--- config.mk ---
export PLATFORM = sky130hd
export DESIGN_NAME = cff_ctrl
export DESIGN_NICKNAME = d
export VERILOG_FILES = /design/src/hdl/cff_pkg.sv /design/src/hdl/cff_ctrl.sv
export SDC_FILE = /design/constraint.sdc
export NUM_CORES = 1
export LEC_CHECK = 0
export ABC_AREA = 1
export BUFFER_PORTS_ARGS = -buffer_cell sky130_fd_sc_hd__buf_2
export CORE_AREA = 2 2 39 41
export DETAILED_ROUTE_END_ITERATION = 7
export DIE_AREA = 0 0 41 43
export GPL_TIMING_DRIVEN = 0
export PLACE_DENSITY = 0.42
export RECOVER_POWER = 100
export SYNTH_ARGS = -nofsm -noshare
export SYNTH_HDL_FRONTEND = slang
export SYNTH_SLANG_ARGS = --single-unit
--- constraint.sdc ---
create_clock -name clk -period 1.7 [get_ports clk]
set_input_delay 0.425 -clock clk [delete_from_list [all_inputs] [get_ports clk]]
set_output_delay 0.425 -clock clk [all_outputs]
set_load 0.1 [all_outputs]
--- src/hdl/cff_pkg.sv ---
package cff_pkg;

  localparam int PIEZO_ELEMENTS = 64;
  localparam int CAP_ELEMENTS   = 32;
  localparam int PI_AW          = $clog2(PIEZO_ELEMENTS);
  localparam int CI_AW          = $clog2(CAP_ELEMENTS);
  localparam int FORCE_W        = 32;

  localparam int PIEZO_K        = 28836;
  localparam int PIEZO_SHIFT    = 20;
  localparam int CAP_K          = 512000;
  localparam int CAP_SHIFT      = 24;
  localparam int COEFF_SHIFT    = 24;
  localparam int FORCE_LIMIT_Q8 = 32000 * 256;
  localparam int FORCE_LIMIT    = 32000;

  localparam logic [23:0] HP_RESET = 24'd16766680;
  localparam logic [23:0] LP_RESET = 24'd4010700;

  localparam logic REG_HP_COEFF = 1'b0;
  localparam logic REG_LP_COEFF = 1'b1;

  typedef enum logic [2:0] {
    ST_IDLE,
    ST_MUL1,
    ST_SUM,
    ST_MUL2,
    ST_FIN,
    ST_OUT
  } state_t;

  typedef struct packed {
    logic accept;
    logic mul1;
    logic sum;
    logic mul2;
    logic fin;
    logic out_load;
  } cmd_t;

  typedef struct packed {
    logic out_blocked;
  } status_t;

  // round to nearest, halves away from zero
  function automatic logic signed [63:0] round_sh(input logic signed [63:0] v, input int n);
    logic [63:0] mag;
    logic [63:0] r;
    mag = v[63] ? 64'(-v) : 64'(v);
    r   = (mag + (64'd1 << (n - 1))) >> n;
    return v[63] ? -$signed(r) : $signed(r);
  endfunction

  function automatic logic signed [31:0] sat32(input logic signed [63:0] v);
    if (v > 64'sd2147483647) return 32'sh7FFFFFFF;
    if (v < -64'sd2147483648) return 32'sh80000000;
    return v[31:0];
  endfunction

endpackage

--- src/hdl/cff_ctrl.sv ---
module cff_ctrl (
  input  logic             clk,
  input  logic             rst_n,
  input  logic             in_valid,
  output logic             in_stall,
  input  cff_pkg::status_t status,
  output cff_pkg::cmd_t    cmd
);

  cff_pkg::state_t state_r, state_nxt;

  always_ff @(posedge clk) begin
    if (!rst_n) state_r <= cff_pkg::ST_IDLE;
    else state_r <= state_nxt;
  end

  always_comb begin
    state_nxt = state_r;
    cmd       = '0;
    in_stall  = 1'b1;
    unique case (state_r)
      cff_pkg::ST_IDLE: begin
        in_stall = 1'b0;
        if (in_valid) begin
          cmd.accept = 1'b1;
          state_nxt  = cff_pkg::ST_MUL1;
        end
      end
      cff_pkg::ST_MUL1: begin
        cmd.mul1  = 1'b1;
        state_nxt = cff_pkg::ST_SUM;
      end
      cff_pkg::ST_SUM: begin
        cmd.sum   = 1'b1;
        state_nxt = cff_pkg::ST_MUL2;
      end
      cff_pkg::ST_MUL2: begin
        cmd.mul2  = 1'b1;
        state_nxt = cff_pkg::ST_FIN;
      end
      cff_pkg::ST_FIN: begin
        cmd.fin   = 1'b1;
        state_nxt = cff_pkg::ST_OUT;
      end
      cff_pkg::ST_OUT: begin
        // wait until the output register can take the result
        if (!status.out_blocked) begin
          cmd.out_load = 1'b1;
          state_nxt    = cff_pkg::ST_IDLE;
        end
      end
      default: state_nxt = cff_pkg::ST_IDLE;
    endcase
  end

endmodule

==> impl_metrics.ini, run 1 <==
[run_status]
run_status = complete, no violations

[logic_synthesis]
ys_ff_latch = 3
yosys.cell_types.count = 10
synth-seq-area-share_pct = 31.6
postSynth.asyncResetShare_pct = 0
synth_top_cell_by_area = sky130_fd_sc_hd__dfxtp_1
netlist.area_leader.share_pct = 31.6
synth_commonest_cells = 8 x sky130_fd_sc_hd__nor2_1, 6 x sky130_fd_sc_hd__inv_1, 3 x sky130_fd_sc_hd__a21oi_1, 3 x sky130_fd_sc_hd__dfxtp_1, 3 x sky130_fd_sc_hd__nor3_2
main_flop_type_after_synthesis = sky130_fd_sc_hd__dfxtp_1
yosysMostFrequentCell = sky130_fd_sc_hd__nor2_1
syn-mean-instance-area_um2 = 6.56
mappedNetlistArea_um2 = 190
syn_nets = 33
yosysWarnings = 0
synthTopCellsByArea = sky130_fd_sc_hd__dfxtp_1 32%, sky130_fd_sc_hd__nor3_2 16%, sky130_fd_sc_hd__nor2_1 16%, sky130_fd_sc_hd__inv_1 12%, sky130_fd_sc_hd__a21oi_1 7.9%
syn-instance-count = 29
synth_edf_count = 0

[sta]
timing.slew.headroom_pct = 80.0
final_max_slew_viol_count = 0
setup-tns-final_ps = 0
setup-violations-final = 0
timing_hold_violations_final = 0
fin_skew_ps = 0.372
finalCriticalPeriod_ps = 1640
clock.fmax_mhz = 609
final_ws_setup_ps = 56.7
tightestPinTransition_ps = 302
unrepaired_setup_endpoints_after_global_routing = yes
finalCritPeriodShare_pct = 96.7
timing.hold.ws_ps = 439

[hold_path]
min_path_type = input pin to flip-flop
min_from = rst_n

[setup_path]
critical_path_required_ps = 1270
worstSetupPathType = flip-flop to output port
start_point_of_the_critical_path = state_r[1]$_SDFFE_PN0P_
critical_path.reg2reg.startpoint = state_r[1]$_SDFFE_PN0P_
setup.worst_path.end_class = output port
r2r_slack_ps = 700
timing.critical_path.arrival_ps = 1220
cp-start-kind = flip-flop
cp_max_fo = 6

[clock_network]
library_cell_used_as_clock_root_buffer = sky130_fd_sc_hd__clkbuf_4
tritoncts = built
cts_max_level = 1
cts.reportedPaths.clkPinSlew_ps = 40
cts.sink_count = 3
worst_skew_pair.late_latency_ps = 230
max-clock-path-buffers = 2
cts-buffers-inserted = 3

[run]
max_cap_violations = 0

[finish]
area_delta_synth_final_pct = 101
largestRegisters = state_r: 3 flops
fillCellCount = 153
postLayoutCellArea_um2 = 382
design.final.nets = 48
max_flop_register = state_r
antenna_cells = 0
largest_register_ffs = 3
final_layout_size_suffix_gt1_share_pct = 60.5
layout.cells.non_filler = 59
seqCellArea_um2 = 68.8
combined_area_of_the_multi_input_logic_cells_um2 = 148

[power]
power_per_cell_area_nw_per_um2 = 1180
power_leakage_nw = 0.157
vdd_drop_max_mv = 0.461

[die]
start_util_pct = 13.7
dieHeight_um = 43
die_area_um2 = 1760
num_io_pins = 11
placementRows = 14
floorplan.core_area_um2 = 1380
die_width_um = 41

[grt]
grt_pass1_vias = 212
pin_count_of_the_biggest_net_entering_global_routing = 8
wire_length_of_the_first_global_routing_pass_um = 834
grt.total_usage_pct = 7.63
grt_antenna_before_repair = 0
grt_overflow = 0

[place]
gp_routability_congestion = 0.662
post-place-cells = 55
place_area_um2 = 320
io_buffer_count = 10
hpwlAfterDp_um = 379
dpl_worst_slack_ps = 113

[route]
detail_route.first_pass.iterations = 2
drc_errors = 0
ant_nets = 0
detailroute.via_count = 214
first_iter_violations = 3
totalWireLength_um = 499
vias_per_cell = 3.63
wl_per_cell_um = 8.46
-- routing by layer --
layer | vias up | share of wire, % | track usage (%)
met2 | 8 | 49 | 10.3
met3 | 0 | 7.8 | 6.28
met1 | 89 | 43 | 8.04
met4 | 0 | 0 | 4.00
li1 | 117 | - | -
met5 | - | 0 | 0
-- logic make-up after synthesis --
group	after synthesis	synth area share [%]
and+or+nand+nor	16	46.7
AOI/OAI and AO/OA	3	7.89
buffers and inverters	7	13.8
DFF	3	31.6
-- layout make-up --
class	count	area share [%]
Tap cell	16	5.25
Timing Repair Buffer	10	23.6
Multi-Input combinational cell	19	38.7
Clock buffer	4	6.89
Inverter	7	7.54
Sequential cell	3	18.0
-- placed cells by master, fill, tap and decap left out, drive strengths merged --
cell type / netlist / layout
a21oi: 3 / 3
buf: 0 / 8
clkbuf: 0 / 6
dfxtp: 3 / 3
inv: 7 / 7
nand2: 2 / 2
nand3: 2 / 2
nor2: 9 / 9
nor3: 3 / 3
-- report_power, final --
part | total, W | switching [W] | internal [W]
Clock | 0.000124 | 0.0000358 | 0.0000879
Sequential | 0.000102 | 0.0000222 | 0.0000794
Combinational | 0.000224 | 0.000168 | 0.0000562
Total | 0.000450 | 0.000226 | 0.000223
-- worst max-delay path, cell delays in order, from the launching register on --
cell and delay [ps]:
sky130_fd_sc_hd__dfxtp_2 420, sky130_fd_sc_hd__inv_1 120, sky130_fd_sc_hd__nor3_4 230, sky130_fd_sc_hd__buf_8 220
-- repair_timing --
action / 4_1_cts / 5_1_grt
setup endpoints to repair: 6 / 6
pin swaps: 0 / 0
hold buffers: 0 / 0
endpoints found under the hold margin: 0 / 0
gates resized for setup: 8 / 6
setup buffers: 0 / 0
-- through the flow --
stage	util (%)	power [W]
final	27.6	0.000450
after global routing	27.6	0.000480
after CTS	26.7	0.000454
after detailed placement	23.1	0.000311
after global placement	23.1	0.000310
after floorplan	-	0.000283
-- final timing paths --
path	endpoint	depth (start not counted)
min	state_r[0]$_SDFFE_PN0P_	3
min reg2reg	state_r[1]$_SDFFE_PN0P_	3
max reg2reg	state_r[2]$_SDFFE_PN0P_	5
max	cmd[3]	3
Power figures use the tool's default switching activity.
==> run 2: changes to the inputs <==
Settings changed: RECOVER_POWER 100 to 50.
==> run 2 against run 1 <==
Fmax unchanged. Utilization rose by 0.54 points. Sequential share of layout area shrank 0.35 points. Critical path depth is the same. Clock power about the same. Setup slack did not move. Wire length down 1.2%. Combinational power rose by 3%. Power rose by 1.3%. Count of clock-buffer cells in the layout unchanged.
==> impl_metrics.ini, run 2 (synthesis gave the netlist of run 1 again) <==
[clock_network]
cts_max_level = 1
cts_hold_buffers = 0
cts.sink_count = 3
cts.reportedPaths.clkPinSlew_ps = 40
cts-buffers-inserted = 3
worst_skew_pair.late_latency_ps = 230
postCtsSetupBuffers = 0
max-clock-path-buffers = 2
tritoncts = built
library_cell_used_as_clock_root_buffer = sky130_fd_sc_hd__clkbuf_4

[power]
power.total_w = 0.000455
vdd_drop_max_mv = 0.461
power_leakage_nw = 0.159
power_per_cell_area_nw_per_um2 = 1170

[die]
die_area_um2 = 1760
num_io_pins = 11
start_util_pct = 13.7
die_width_um = 41
floorplan.core_area_um2 = 1380
dieHeight_um = 43
placementRows = 14

[setup_path]
critical_path.reg2reg.startpoint = state_r[1]$_SDFFE_PN0P_
r2r-end = state_r[2]$_SDFFE_PN0P_
cp-endpoint = cmd[3]
cp_top_delay_family = flip-flops
ff2ff_path_depth = 5
timing.critical_path.arrival_ps = 1220
crit_chain = inv_1 > nor3_4 > buf_8
start_point_of_the_critical_path = state_r[1]$_SDFFE_PN0P_
cp.depth = 3
cp_max_fo = 6
worstSetupPathType = flip-flop to output port
worst_path_bufs_invs = 2
setup.worst_path.end_class = output port
critical_path_required_ps = 1270
critPathMaxStageDelay_ps = 420
critPathSlowestCell = sky130_fd_sc_hd__dfxtp_2
cp-start-kind = flip-flop
r2r_slack_ps = 700

[grt]
wire_length_of_the_first_global_routing_pass_um = 834
grt_overflow = 0
pin_count_of_the_biggest_net_entering_global_routing = 8
grt.total_usage_pct = 7.63
grt_pass1_vias = 212
grt_antenna_before_repair = 0

[sta]
final_ws_setup_ps = 56.7
fin_skew_ps = 0.372
tightestPinTransition_ps = 302
finalCritPeriodShare_pct = 96.7
unrepaired_setup_endpoints_after_global_routing = yes
setup-violations-final = 0
final_max_slew_viol_count = 0
timing_hold_violations_final = 0
clock.fmax_mhz = 609
timing.slew.headroom_pct = 80.0
finalCriticalPeriod_ps = 1640

[finish]
seqCellArea_um2 = 68.8
combined_area_of_the_multi_input_logic_cells_um2 = 155
largestRegisters = state_r: 3 flops
mostFrequentLayoutCells = 6 x sky130_fd_sc_hd__inv_1, 4 x sky130_fd_sc_hd__nor2_1, 4 x sky130_fd_sc_hd__clkbuf_4, 4 x sky130_fd_sc_hd__buf_6
antenna_cells = 0
final_layout_size_suffix_gt1_share_pct = 62.8
postLayoutCellArea_um2 = 389
area_delta_synth_final_pct = 105
max_flop_register = state_r
layout.cells.non_filler = 59
design.final.nets = 48
largest_register_ffs = 3
layout_commonest_cell = sky130_fd_sc_hd__inv_1
fillCellCount = 151

[place]
io_buffer_count = 10
post-place-cells = 55
dpl_worst_slack_ps = 113
gp_routability_congestion = 0.662
place_area_um2 = 320
hpwlAfterDp_um = 379

[run]
max_cap_violations = 0

[hold_path]
min_path_type = input pin to flip-flop

[route]
detail_route.first_pass.iterations = 2
first_iter_violations = 3
ant_nets = 0
detailroute.via_count = 214
vias_per_cell = 3.63
wl_per_cell_um = 8.36
drc_errors = 0
totalWireLength_um = 493

[run_status]
run_status = complete, no violations
-- run 2: worst reg2reg max path: stages (launching register included) --
cell and delay (ps):
sky130_fd_sc_hd__dfxtp_2 360, sky130_fd_sc_hd__inv_1 130, sky130_fd_sc_hd__nand3_2 120, sky130_fd_sc_hd__nor2_2 120
sky130_fd_sc_hd__inv_1 50, sky130_fd_sc_hd__a21oi_1 140
-- run 2: power by group --
group | internal, W | switching, W
logic | 0.0000587 | 0.000172
registers | 0.0000794 | 0.0000222
clock network | 0.0000879 | 0.0000358
-- run 2: layer usage --
metal | vias up | GRT usage, % | routed length [um]
met5 | - | 0 | 0
met1 | 89 | 8.04 | 206
met3 | 0 | 6.28 | 39
met2 | 8 | 10.3 | 247
li1 | 117 | - | -
met4 | 0 | 4.00 | 0
-- run 2: layout make-up --
class | count | share of cell area (%)
Multi-Input combinational cell | 19 | 39.9
Tap cell | 16 | 5.14
Timing Repair Buffer | 10 | 23.2
Clock buffer | 4 | 6.75
Inverter | 7 | 7.40
Sequential cell | 3 | 17.7
-- run 2: timing repair --
action,in CTS,in global routing
hold endpoints to repair,0,0
gates resized for setup,8,6
endpoints found under the setup margin,6,6
-- run 2: how the worst min path moves through the flow --
stage / slack [ps] / cells after the start / endpoint / from
3_3_place_gp: 650 / 3 / state_r[1]$_SDFFE_PN0P_ / state_r[0]$_SDFFE_PN0P_
3_5_place_dp: 640 / 3 / state_r[1]$_SDFFE_PN0P_ / state_r[0]$_SDFFE_PN0P_
6_report: 440 / 3 / state_r[0]$_SDFFE_PN0P_ / rst_n
4_1_cts: 440 / 3 / state_r[0]$_SDFFE_PN0P_ / rst_n
5_1_grt: 460 / 3 / state_r[0]$_SDFFE_PN0P_ / rst_n
2_1_floorplan: 570 / 2 / state_r[2]$_SDFFE_PN0P_ / rst_n
-- run 2: through the flow --
step / hold WS, ps / util [%] / setup TNS [ps]
CTS: 436 / 26.7 / 0
finish: 439 / 28.1 / 0
floorplan: 566 / - / -141
global placement: 649 / 23.1 / 0
global route: 456 / 28.1 / -9.20
detailed placement: 636 / 23.1 / 0
